[src/hw/rtl/pec_pkg.sv]
package pec_pkg;

  localparam int COORD_BITS = 24;
  localparam int MAX_NBR    = 32;
  localparam int CNT_W      = 6;
  localparam int DIFF_W     = COORD_BITS + 1;
  localparam int DIST_W     = 2 * DIFF_W;
  localparam int SUM_W      = 30;
  localparam int MAG_W      = SUM_W - 1;
  localparam int ITER_W     = $clog2(MAG_W);
  localparam int RATIO_W    = 8;
  localparam int ACC_W      = DIST_W + RATIO_W;

  localparam logic [DIST_W-1:0]  DUP_LIMIT    = DIST_W'(1049);
  localparam logic [DIST_W-1:0]  NEAREST_INIT = DIST_W'(64'd10000 << 20);
  localparam logic [RATIO_W-1:0] RATIO_RESET  = RATIO_W'(1);

  typedef struct packed {
    logic en;
    logic clr;
    logic shl;
  } pec_mac_ctl_t;

endpackage

[src/hw/rtl/pec_mac.sv]
module pec_mac import pec_pkg::*; (
  input  logic                clk,
  input  logic                rst_n,
  input  pec_mac_ctl_t        ctl,
  input  logic [DIFF_W-1:0]   op_a,
  input  logic [DIFF_W-1:0]   op_b,
  output logic [ACC_W-1:0]    acc
);

  pec_mac_ctl_t         ctl_r;
  logic [DIST_W-1:0]    prod_r;
  logic [ACC_W-1:0]     acc_r;
  logic [ACC_W-1:0]     acc_nxt;
  logic [ACC_W-1:0]     addend;

  always_comb begin
    if (ctl_r.shl) begin
      addend = {prod_r[ACC_W-DIFF_W-1:0], {DIFF_W{1'b0}}};
    end else begin
      addend = ACC_W'(prod_r);
    end
    acc_nxt = (ctl_r.clr ? '0 : acc_r) + addend;
  end

  always_ff @(posedge clk) begin
    if (!rst_n) begin
      ctl_r <= '0;
    end else begin
      ctl_r <= ctl;
    end
  end

  always_ff @(posedge clk) begin
    prod_r <= op_a * op_b;
    if (ctl_r.en) begin
      acc_r <= acc_nxt;
    end
  end

  assign acc = acc_r;

endmodule

[src/hw/rtl/pec_div.sv]
module pec_div import pec_pkg::*; (
  input  logic               clk,
  input  logic               rst_n,
  input  logic               start,
  input  logic [MAG_W-1:0]   dividend,
  input  logic [CNT_W-1:0]   divisor,
  output logic               done,
  output logic [MAG_W-1:0]   quotient
);

  logic               busy_r;
  logic               done_r;
  logic [ITER_W-1:0]  iter_r;
  logic [MAG_W-1:0]   q_r;
  logic [CNT_W-1:0]   rem_r;
  logic [CNT_W-1:0]   dvs_r;
  logic [CNT_W:0]     rem_sh;
  logic               fits;
  logic [CNT_W-1:0]   rem_nxt;
  logic [MAG_W-1:0]   q_nxt;

  always_comb begin
    rem_sh  = {rem_r, q_r[MAG_W-1]};
    fits    = (rem_sh >= {1'b0, dvs_r});
    rem_nxt = fits ? CNT_W'(rem_sh - {1'b0, dvs_r}) : rem_sh[CNT_W-1:0];
    q_nxt   = {q_r[MAG_W-2:0], fits};
  end

  always_ff @(posedge clk) begin
    if (!rst_n) begin
      busy_r <= 1'b0;
      done_r <= 1'b0;
      iter_r <= '0;
    end else begin
      done_r <= 1'b0;
      if (start) begin
        busy_r <= 1'b1;
        iter_r <= '0;
      end else if (busy_r) begin
        if (iter_r == ITER_W'(MAG_W - 1)) begin
          busy_r <= 1'b0;
          done_r <= 1'b1;
        end else begin
          iter_r <= iter_r + 1'b1;
        end
      end
    end
  end

  always_ff @(posedge clk) begin
    if (start) begin
      q_r   <= dividend;
      rem_r <= '0;
      dvs_r <= divisor;
    end else if (busy_r) begin
      q_r   <= q_nxt;
      rem_r <= rem_nxt;
    end
  end

  assign done     = done_r;
  assign quotient = q_r;

endmodule

[src/hw/rtl/point_edge_classifier_core.sv]
// Channel  Direction  Handshake               Contents
// in_      slave      in_tvalid / in_tready   center and neighbor, tlast marks the last one
// out_     master     out_tvalid / out_tready edge flag in tuser, point and count in tdata
// cfg_     APB slave  psel, penable, pready   edge_ratio at byte address 0
//
// A neighbor item passes through acceptance, three squares through the one shared
// multiplier, a drain step and the update of sums, count and nearest distance.
// An item with tlast then runs the serial divider once per axis, skipped with no kept
// neighbor, followed by the centroid distance, the limit product and the compare.
// Reset clears the run state and sets edge_ratio to 1; no clearing pass is needed.
// A waiting result does not block the next item; only the emit step waits for the slot.
module point_edge_classifier_core import pec_pkg::*; (
  input  logic         clk,
  input  logic         rst_n,
  input  logic         in_tvalid,
  output logic         in_tready,
  // center_x, center_y, center_z, nbr_x, nbr_y, nbr_z (24 bits each)
  input  logic [143:0] in_tdata,
  input  logic         in_tlast,
  output logic         out_tvalid,
  input  logic         out_tready,
  // point_x, point_y, point_z (24 bits each), kept_count (6 bits), two zero bits
  output logic [79:0]  out_tdata,
  // is_edge
  output logic [0:0]   out_tuser,
  input  logic         cfg_psel,
  input  logic         cfg_penable,
  input  logic         cfg_pwrite,
  input  logic [2:0]   cfg_paddr,
  input  logic [31:0]  cfg_pwdata,
  output logic [31:0]  cfg_prdata,
  output logic         cfg_pready
);

  localparam logic [4:0] S_IDLE = 5'd0;
  localparam logic [4:0] S_D0   = 5'd1;
  localparam logic [4:0] S_D1   = 5'd2;
  localparam logic [4:0] S_D2   = 5'd3;
  localparam logic [4:0] S_DW   = 5'd4;
  localparam logic [4:0] S_UPD  = 5'd5;
  localparam logic [4:0] S_DIVS = 5'd6;
  localparam logic [4:0] S_DIVW = 5'd7;
  localparam logic [4:0] S_C0   = 5'd8;
  localparam logic [4:0] S_C1   = 5'd9;
  localparam logic [4:0] S_C2   = 5'd10;
  localparam logic [4:0] S_CW   = 5'd11;
  localparam logic [4:0] S_L0   = 5'd12;
  localparam logic [4:0] S_L1   = 5'd13;
  localparam logic [4:0] S_LW   = 5'd14;
  localparam logic [4:0] S_CMP  = 5'd15;
  localparam logic [4:0] S_EMIT = 5'd16;

  localparam logic [0:0] REG_EDGE_RATIO = 1'b0;

  localparam logic [1:0] AX_X = 2'd0;
  localparam logic [1:0] AX_Y = 2'd1;
  localparam logic [1:0] AX_Z = 2'd2;

  function automatic logic [DIFF_W-1:0] abs_diff(input logic signed [COORD_BITS-1:0] a,
                                                  input logic signed [COORD_BITS-1:0] b);
    logic signed [DIFF_W-1:0] d;
    d = {a[COORD_BITS-1], a} - {b[COORD_BITS-1], b};
    return d[DIFF_W-1] ? DIFF_W'(-d) : DIFF_W'(d);
  endfunction

  logic [4:0]                   st_r;
  logic signed [COORD_BITS-1:0] cx_r, cy_r, cz_r, nx_r, ny_r, nz_r;
  logic                         last_r;
  logic signed [SUM_W-1:0]      sum_x_r, sum_y_r, sum_z_r;
  logic [CNT_W-1:0]             cnt_r;
  logic [DIST_W-1:0]            near_r;
  logic [RATIO_W-1:0]           ratio_r;
  logic [1:0]                   axis_r;
  logic signed [COORD_BITS-1:0] gx_r, gy_r, gz_r;
  logic [DIST_W-1:0]            dc_r;
  logic                         edge_r;
  logic                         out_valid_r;
  logic                         out_edge_r;
  logic [COORD_BITS-1:0]        out_px_r, out_py_r, out_pz_r;
  logic [CNT_W-1:0]             out_cnt_r;

  pec_mac_ctl_t                 mac_ctl;
  logic [DIFF_W-1:0]            mac_a;
  logic [DIFF_W-1:0]            mac_b;
  logic [ACC_W-1:0]             acc;
  logic                         div_start;
  logic                         div_done;
  logic [MAG_W-1:0]             div_q;
  logic signed [SUM_W-1:0]      sum_sel;
  logic [SUM_W-1:0]             sum_mag;
  logic [COORD_BITS-1:0]        g_val;
  logic                         neg_r;
  logic [DIST_W-1:0]            sq_dist;
  logic                         keep;
  logic                         slot_free;
  logic                         cfg_wr;

  assign cfg_wr     = cfg_psel && cfg_penable && cfg_pwrite && cfg_pready;
  assign cfg_pready = 1'b1;
  assign cfg_prdata = (cfg_paddr[2] == REG_EDGE_RATIO) ? 32'(ratio_r) : 32'd0;

  assign in_tready  = (st_r == S_IDLE);
  assign slot_free  = !out_valid_r || out_tready;
  assign sq_dist    = acc[DIST_W-1:0];
  assign keep       = (sq_dist > DUP_LIMIT) && (cnt_r < CNT_W'(MAX_NBR));

  always_comb begin
    mac_ctl = '0;
    mac_a   = '0;
    mac_b   = '0;
    unique case (st_r)
      S_D0: begin
        mac_ctl = '{en: 1'b1, clr: 1'b1, shl: 1'b0};
        mac_a   = abs_diff(cx_r, nx_r);
        mac_b   = mac_a;
      end
      S_D1: begin
        mac_ctl = '{en: 1'b1, clr: 1'b0, shl: 1'b0};
        mac_a   = abs_diff(cy_r, ny_r);
        mac_b   = mac_a;
      end
      S_D2: begin
        mac_ctl = '{en: 1'b1, clr: 1'b0, shl: 1'b0};
        mac_a   = abs_diff(cz_r, nz_r);
        mac_b   = mac_a;
      end
      S_C0: begin
        mac_ctl = '{en: 1'b1, clr: 1'b1, shl: 1'b0};
        mac_a   = abs_diff(gx_r, cx_r);
        mac_b   = mac_a;
      end
      S_C1: begin
        mac_ctl = '{en: 1'b1, clr: 1'b0, shl: 1'b0};
        mac_a   = abs_diff(gy_r, cy_r);
        mac_b   = mac_a;
      end
      S_C2: begin
        mac_ctl = '{en: 1'b1, clr: 1'b0, shl: 1'b0};
        mac_a   = abs_diff(gz_r, cz_r);
        mac_b   = mac_a;
      end
      S_L0: begin
        mac_ctl = '{en: 1'b1, clr: 1'b1, shl: 1'b0};
        mac_a   = near_r[DIFF_W-1:0];
        mac_b   = DIFF_W'(ratio_r);
      end
      S_L1: begin
        mac_ctl = '{en: 1'b1, clr: 1'b0, shl: 1'b1};
        mac_a   = near_r[DIST_W-1:DIFF_W];
        mac_b   = DIFF_W'(ratio_r);
      end
      default: begin
        mac_ctl = '0;
      end
    endcase
  end

  always_comb begin
    unique case (axis_r)
      AX_X:    sum_sel = sum_x_r;
      AX_Y:    sum_sel = sum_y_r;
      default: sum_sel = sum_z_r;
    endcase
    sum_mag   = sum_sel[SUM_W-1] ? SUM_W'(-sum_sel) : SUM_W'(sum_sel);
    div_start = (st_r == S_DIVS) && (cnt_r != '0);
    g_val     = neg_r ? COORD_BITS'(~div_q + 1'b1) : div_q[COORD_BITS-1:0];
  end

  pec_mac u_mac (
    .clk   (clk),
    .rst_n (rst_n),
    .ctl   (mac_ctl),
    .op_a  (mac_a),
    .op_b  (mac_b),
    .acc   (acc)
  );

  pec_div u_div (
    .clk      (clk),
    .rst_n    (rst_n),
    .start    (div_start),
    .dividend (sum_mag[MAG_W-1:0]),
    .divisor  (cnt_r),
    .done     (div_done),
    .quotient (div_q)
  );

  always_ff @(posedge clk) begin
    if (!rst_n) begin
      st_r        <= S_IDLE;
      ratio_r     <= RATIO_RESET;
      sum_x_r     <= '0;
      sum_y_r     <= '0;
      sum_z_r     <= '0;
      cnt_r       <= '0;
      near_r      <= NEAREST_INIT;
      axis_r      <= AX_X;
      out_valid_r <= 1'b0;
    end else begin
      if (cfg_wr && cfg_paddr[2] == REG_EDGE_RATIO) begin
        ratio_r <= cfg_pwdata[RATIO_W-1:0];
      end
      out_valid_r <= (st_r == S_EMIT && slot_free) || (out_valid_r && !out_tready);
      unique case (st_r)
        S_IDLE: begin
          if (in_tvalid) begin
            st_r <= S_D0;
          end
        end
        S_D0:   st_r <= S_D1;
        S_D1:   st_r <= S_D2;
        S_D2:   st_r <= S_DW;
        S_DW:   st_r <= S_UPD;
        S_UPD: begin
          if (keep) begin
            sum_x_r <= sum_x_r + SUM_W'(nx_r);
            sum_y_r <= sum_y_r + SUM_W'(ny_r);
            sum_z_r <= sum_z_r + SUM_W'(nz_r);
            cnt_r   <= cnt_r + 1'b1;
            if (sq_dist < near_r) begin
              near_r <= sq_dist;
            end
          end
          axis_r <= AX_X;
          st_r   <= last_r ? S_DIVS : S_IDLE;
        end
        S_DIVS: begin
          st_r <= (cnt_r == '0) ? S_C0 : S_DIVW;
        end
        S_DIVW: begin
          if (div_done) begin
            if (axis_r == AX_Z) begin
              st_r <= S_C0;
            end else begin
              axis_r <= axis_r + 1'b1;
              st_r   <= S_DIVS;
            end
          end
        end
        S_C0:   st_r <= S_C1;
        S_C1:   st_r <= S_C2;
        S_C2:   st_r <= S_CW;
        S_CW:   st_r <= S_L0;
        S_L0:   st_r <= S_L1;
        S_L1:   st_r <= S_LW;
        S_LW:   st_r <= S_CMP;
        S_CMP:  st_r <= S_EMIT;
        S_EMIT: begin
          if (slot_free) begin
            sum_x_r     <= '0;
            sum_y_r     <= '0;
            sum_z_r     <= '0;
            cnt_r       <= '0;
            near_r      <= NEAREST_INIT;
            st_r        <= S_IDLE;
          end
        end
        default: st_r <= S_IDLE;
      endcase
    end
  end

  always_ff @(posedge clk) begin
    if (st_r == S_IDLE && in_tvalid) begin
      cx_r   <= in_tdata[23:0];
      cy_r   <= in_tdata[47:24];
      cz_r   <= in_tdata[71:48];
      nx_r   <= in_tdata[95:72];
      ny_r   <= in_tdata[119:96];
      nz_r   <= in_tdata[143:120];
      last_r <= in_tlast;
    end
    if (st_r == S_DIVS) begin
      neg_r <= sum_sel[SUM_W-1];
      if (cnt_r == '0) begin
        gx_r <= '0;
        gy_r <= '0;
        gz_r <= '0;
      end
    end
    if (st_r == S_DIVW && div_done) begin
      unique case (axis_r)
        AX_X:    gx_r <= g_val;
        AX_Y:    gy_r <= g_val;
        default: gz_r <= g_val;
      endcase
    end
    if (st_r == S_L0) begin
      dc_r <= sq_dist;
    end
    if (st_r == S_CMP) begin
      edge_r <= (ACC_W'(dc_r) > acc);
    end
    if (st_r == S_EMIT && slot_free) begin
      out_edge_r <= edge_r;
      out_px_r   <= cx_r;
      out_py_r   <= cy_r;
      out_pz_r   <= cz_r;
      out_cnt_r  <= cnt_r;
    end
  end

  assign out_tvalid = out_valid_r;
  assign out_tuser  = out_edge_r;
  assign out_tdata  = {2'b00, out_cnt_r, out_pz_r, out_py_r, out_px_r};

  a_cnt_bound: assert property (@(posedge clk) disable iff (!rst_n)
    cnt_r <= CNT_W'(MAX_NBR))
    else $error("neighbor count exceeds its limit");

  a_near_bound: assert property (@(posedge clk) disable iff (!rst_n)
    near_r <= NEAREST_INIT)
    else $error("nearest distance above its start value");

  a_run_cleared: assert property (@(posedge clk) disable iff (!rst_n)
    (st_r == S_EMIT && slot_free) |=>
      (cnt_r == '0 && near_r == NEAREST_INIT && out_valid_r && st_r == S_IDLE))
    else $error("run state not cleared after a result");

  a_div_only_in_wait: assert property (@(posedge clk) disable iff (!rst_n)
    div_done |-> $past(st_r) == S_DIVW)
    else $error("divider finished outside its wait step");

endmodule
[config.mk]
export PLATFORM = sky130hd
export DESIGN_NAME = point_edge_classifier_core
export DESIGN_NICKNAME = d
export VERILOG_FILES = /design/src/hw/rtl/pec_pkg.sv /design/src/hw/rtl/pec_mac.sv /design/src/hw/rtl/pec_div.sv /design/src/hw/rtl/point_edge_classifier_core.sv
export SDC_FILE = /design/constraint.sdc
export NUM_CORES = 2
export LEC_CHECK = 0
export ABC_AREA = 1
export BUFFER_PORTS_ARGS = -buffer_cell sky130_fd_sc_hd__buf_2
export CAP_MARGIN = 0
export CORE_UTILIZATION = 65
export DETAILED_ROUTE_END_ITERATION = 7
export HOLD_SLACK_MARGIN = 0.03
export PLACE_DENSITY = 0.9
export SYNTH_ARGS = -nofsm -noshare
export SYNTH_HDL_FRONTEND = slang
export SYNTH_SLANG_ARGS = --single-unit
[constraint.sdc]
create_clock -name clk -period 16.15 [get_ports clk]
set_input_delay 0.8075 -clock clk [delete_from_list [all_inputs] [get_ports clk]]
set_output_delay 0.8075 -clock clk [all_outputs]
set_load 0.01 [all_outputs]
### After elaboration in Yosys (flattened, before gate mapping)

Cells that the tools add are included.

* add/sub/neg operators: 22
* multipliers: 1
* $lt $le $gt $ge: 5
* eq/ne operators: 25
* muxes and demuxes: 58
* bitwise operators: 5
* reductions and logical operators: 31

Operators by type and width (count)
* $mux 24: 13
* $pmux 30 s2: 4
* $pmux 25 s8: 1
* $pmux 25 s7: 1
* $mux 25: 6
* $mux 50: 3
* $neg 25->25: 6
* $sub 24x24->25: 6
* $mux 30: 4
* $mux 58: 2
* $pmux 50 s2: 1
* $add 30x24->30: 3
* $mux 29: 3
* $pmux 5 s17: 1
* $add 58x58->58: 1
* $gt 50x58->1: 1
* $gt 50x11->1 const B: 1
* $lt 50x50->1: 1
* $mul 25x25->50: 1
* $eq 5x4->1 const B: 8
* $neg 29->29: 1
* $add 24x1->24 const B: 1
* $not 24->24: 1
* $eq 5x3->1 const B: 4
* other kinds (38): 73

* register bits after elaboration: 669
* output and inout port bits: 116

### Logic depth before layout (Yosys ltp)

* depth after elaboration: 5
* mapped depth: 54
* depth with buffers taken out: 52

### Hierarchy

A second synthesis with hierarchy kept.

* cells, all modules: 11073
* area total of the unflattened synthesis: 75710.1 um^2

Modules (own cells, without submodules)
* point_edge_classifier_core: instances 1, cells each 6218, area each 41999.0 um^2, sequential area each 12972.4 um^2
* pec_mac: instances 1, cells each 4586, area each 31302.5 um^2, sequential area each 2802.7 um^2
* pec_div: instances 1, cells each 269, area each 2408.6 um^2, sequential area each 1311.3 um^2

### Least setup slack after synthesis

OpenSTA, ideal clock, no wires.

* path kind: input port to flip-flop
* start: in in_tvalid
* end: reg cx_r[0] (enable)
* library setup time: 827 ps
* arrival: 10596 ps
* slack: 4727 ps
* stages on the path: 2
* buffers on the path: 0
* path through: inv_1 -> nor3_1

* cells in the longest elaborated chain, start to end: 1

Ends and longest elaborated chain
* start, declared: RTL line point_edge_classifier_core.sv:15 `input logic in_tvalid,`
* $logic_and 1x1->1: RTL line point_edge_classifier_core.sv:264 `if (st_r == S_IDLE && in_tvalid) begin`
* end signal, assigned: RTL line point_edge_classifier_core.sv:265 `cx_r <= in_tdata[23:0];`
* end, declared: RTL line point_edge_classifier_core.sv:67 `logic signed [COORD_BITS-1:0] cx_r, cy_r, cz_r, nx_r, ny_r, nz_r;`

No other way between the ends.
A chain may end at the register's enable or synchronous reset.

### Worst setup path in the final report

* start: reg cz_r[1]
* end: reg u_mac.prod_r[45]

* cells in the longest elaborated chain, start to end: 5
* elaborated cells on any way between the ends: 9
* classes of those cells: add/sub (4); mul (1); mux (4)

Ends and longest elaborated chain
* start, declared: RTL line point_edge_classifier_core.sv:67
* start signal, assigned: RTL line point_edge_classifier_core.sv:267 `cz_r <= in_tdata[71:48];`
* $sub 24x24->25: RTL line point_edge_classifier_core.sv:62 `d = {a[COORD_BITS-1], a} - {b[COORD_BITS-1], b};`
* $neg 25->25: RTL line point_edge_classifier_core.sv:63 `return d[DIFF_W-1] ? DIFF_W'(-d) : DIFF_W'(d);`
* $mux 25: RTL line point_edge_classifier_core.sv:63
* $pmux 25 s8 / $pmux 25 s7 (equally long branches): RTL line point_edge_classifier_core.sv:111 `unique case (st_r)`
* $mul 25x25->50 (*): RTL line pec_mac.sv:34 `prod_r <= op_a * op_b;`
* end signal, assigned: RTL line pec_mac.sv:34
* end, declared: RTL line pec_mac.sv:11 `logic [DIST_W-1:0] prod_r;`

Mark *: on every way between the ends. The rest lies on a longest branch, timed or not.

==> flow_summary.toml <==
[status]
status = "complete, but fails checks"
failed_checks = "design-rule violations"

[setup_path]
worst-endpoint-arrival_ns = 12.06
cp-end-kind = "flip-flop"
crit_top_cell = "nand2_1"
cp.required_ns = 16.77
slowest_delay_ns = 1.10
cp_top_family = "adder cells"
crit_type = "flip-flop to flip-flop"
reg2reg_slack_ns = 4.71
crit_buf_inv = 4
r2r_cells = 39
startpoint_type = "flip-flop"
crit_slowest_cell = "nor3_1"
critical_path_peak_fanout = 25
crit_cells = 39

[sta]
finalSetupTns_ns = 0
fmax_ghz = 0.0874
setup_violations = 0
finalMaxSlewViolations = 0
timing.hold.ws_ns = 0.276
worst_slew_pin_slew_ns = 1.43
rsz0062_at_grt = "false"
finalHoldViolCount = 0
fin_crit_sh = 0.708
slew_headroom = 0.0390
period_minus_slack_ns = 11.44
skew_ns = 0.0537

[routing]
top_layer = "met5"
dr.pass1.iters = 8
drt_iter0_markers = 8347
drtAntennaViolNets = 0
routed_via_density = 6.05
detail_route.wl_per_cell_um = 22.3
drc = 6
wl_mm = 258
wirelength_met1_mm = 96.4
wl_met3_mm = 37.9
num_vias = 69858
wl_met2_mm = 107

[final_layout]
fill_cells = 9098
multiInputGateArea_sq_mm = 0.0466
nets = 11388
syn2layout_area_growth_pct = 6.92
final_layout_size_suffix_gt1_frac = 0.0591
seq_area_sq_mm = 0.0171

[yosys]
synthTopCellsByArea = "edfxtp_1, fa_1, nand2_1"
yosys_warnings = 0
synthFlopType = "edfxtp_1"
synth_area_per_cell_sq_um = 7.25
synthTopCellsByCount = "nand2_1, inv_1, nor2_1"
syn-cell-area_sq_mm = 0.0716
synth_seq_cells = 669
synthCells = 9888
synth_most_common_cell = "nand2_1"
synth_cell_types = 68
yosysTopAreaCell = "edfxtp_1"
synth_edf_count = 369
yosys.area.top_type_share = 0.155
async_flop_share = 0
synth_seq_area_share = 0.239

[die]
start_util = 0.657
fp-row-count = 121
fp.dieH_um = 334
die_w_um = 334
io_pins = 303
core_area_sq_mm = 0.109
dieArea_sq_mm = 0.112

[cts]
cts.repair.resized = 0
cts_made_buffers = 76
cts.reportedPaths.clkPinSlew_ns = 0.06
cts_max_level = 3
post-cts-setup-buffers = 0
cts_tree = "done"
cts_root_buf = "clkbuf_16"
clockBufferDepth = 3
cts_sinks = 669
ctsHoldBuffers = 0
clk_latency_ns = 0.72

[global_route]
grt_pass1_wl_mm = 385
grt-ovfl-total = 0
grt_max_degree = 144
grt_antenna_before_repair = 24
grt_use_total = 0.458
first_global_vias = 66763

[power_and_ir_drop]
power.density_mw_per_mm2 = 143
leakagePower_nw = 38.7
peakVddDrop_mv = 0.164

[hold_path]
min_path_cells = 1
hold_path_class = "input port to flip-flop"

[place]
io_buffers = 249
dp_hpwl_mm = 208
globalplace.congestion = 1.06

[run]
maxCapViolCount = 0
final timing paths:
| path | from | end |
|---|---|---|
| worst max-delay path | cz_r[1] | u_mac.prod_r[45] |
| worst min-delay path | in_tdata[66] | cz_r[18] |
| worst max register to register | cz_r[1] | u_mac.prod_r[45] |
| worst min register to register | edge_r | out_tuser |
layout by cell type (no fill, tap or decap), types with 27 or more instances in the layout:
master,instances
a21o_1,27
a21oi_1,682
a31oi_1,49
buf_2,249
buf_4,57
clkbuf_16,78
conb_1,46
dfxtp_1,297
edfxtp_1,369
fa_1,537
ha_1,593
inv_1,1800
inv_2,28
nand2_1,2480
nand2_2,39
nand3_1,597
nand3b_1,84
nand4_1,128
nor2_1,896
nor2_2,27
nor3_1,105
o21a_1,33
o21ai_0,329
o22ai_1,30
xnor2_1,84
xor2_1,147
metal layers:
layer  global-route usage  vias to the layer above
li1                     -                    31772
met1                0.595                    32642
met2                0.676                     4446
met3                0.151                      974
met4                0.244                       24
met5                    0                        -
final cells by class:
| type | instances | share of cell area |
|---|---|---|
| Timing Repair Buffer | 307 | 0.0221 |
| Inverter | 1839 | 0.0902 |
| Multi-Input combinational cell | 7178 | 0.608 |
| Tap cell | 1414 | 0.0231 |
| Clock buffer | 93 | 0.0265 |
| Clock inverter | 47 | 0.00691 |
| Sequential cell | 669 | 0.223 |
| Antenna cell | 7 | 0.000229 |
metrics by stage:
stage,std cells,utilization,cell area [sq um],setup slack (ns),power [mW]
2_1_floorplan,9932,-,71800,4.73,6.72
3_3_place_gp,11407,0.679,74000,5.23,8.59
3_5_place_dp,11407,0.679,74000,5.18,8.80
4_1_cts,11547,0.703,76600,5.10,10.6
5_1_grt,11551,0.703,76600,4.17,11.6
6_report,11554,0.703,76600,4.71,10.9
registers in the layout, summed over array words and instances, names as in the netlist, 8 cells and up:
register / cells
u_div.quotient: 29
u_mac.acc: 58
out_pz_r: 24
gx_r: 24
cx_r: 24
sum_x_r: 30
sum_z_r: 30
gz_r: 24
near_r: 50
cy_r: 24
cz_r: 24
sum_y_r: 30
out_py_r: 24
ratio_r: 8
dc_r: 50
nz_r: 24
u_mac.prod_r: 50
gy_r: 24
out_px_r: 24
nx_r: 24
ny_r: 24
logic make-up after synthesis:
logic type / after synthesis / synth area share
AOI/OAI and AO/OA: 1310 / 0.101
buffers and inverters: 2085 / 0.115
adders and majority gates: 1130 / 0.254
DFF: 669 / 0.239
other: 2 / 0.000105
xor gates and xnor gates: 232 / 0.0286
and+or+nand+nor: 4460 / 0.263
worst register-to-register path, delay by kind of cell, from the launching register on:
family,cells,cell delay (ns)
AOI/OAI and AO/OA,4,1.62
xor gates and xnor gates,1,0.15
DFF,1,0.51
and+or+nand+nor,21,3.92
buffers and inverters,4,0.44
adders and majority gates,9,4.72
report_power, final:
part	internal, mW	switching (mW)
combinational	2.22	4.69
clock	1.00	0.808
sequential	2.06	0.166
Power figures use the tool's default switching activity.
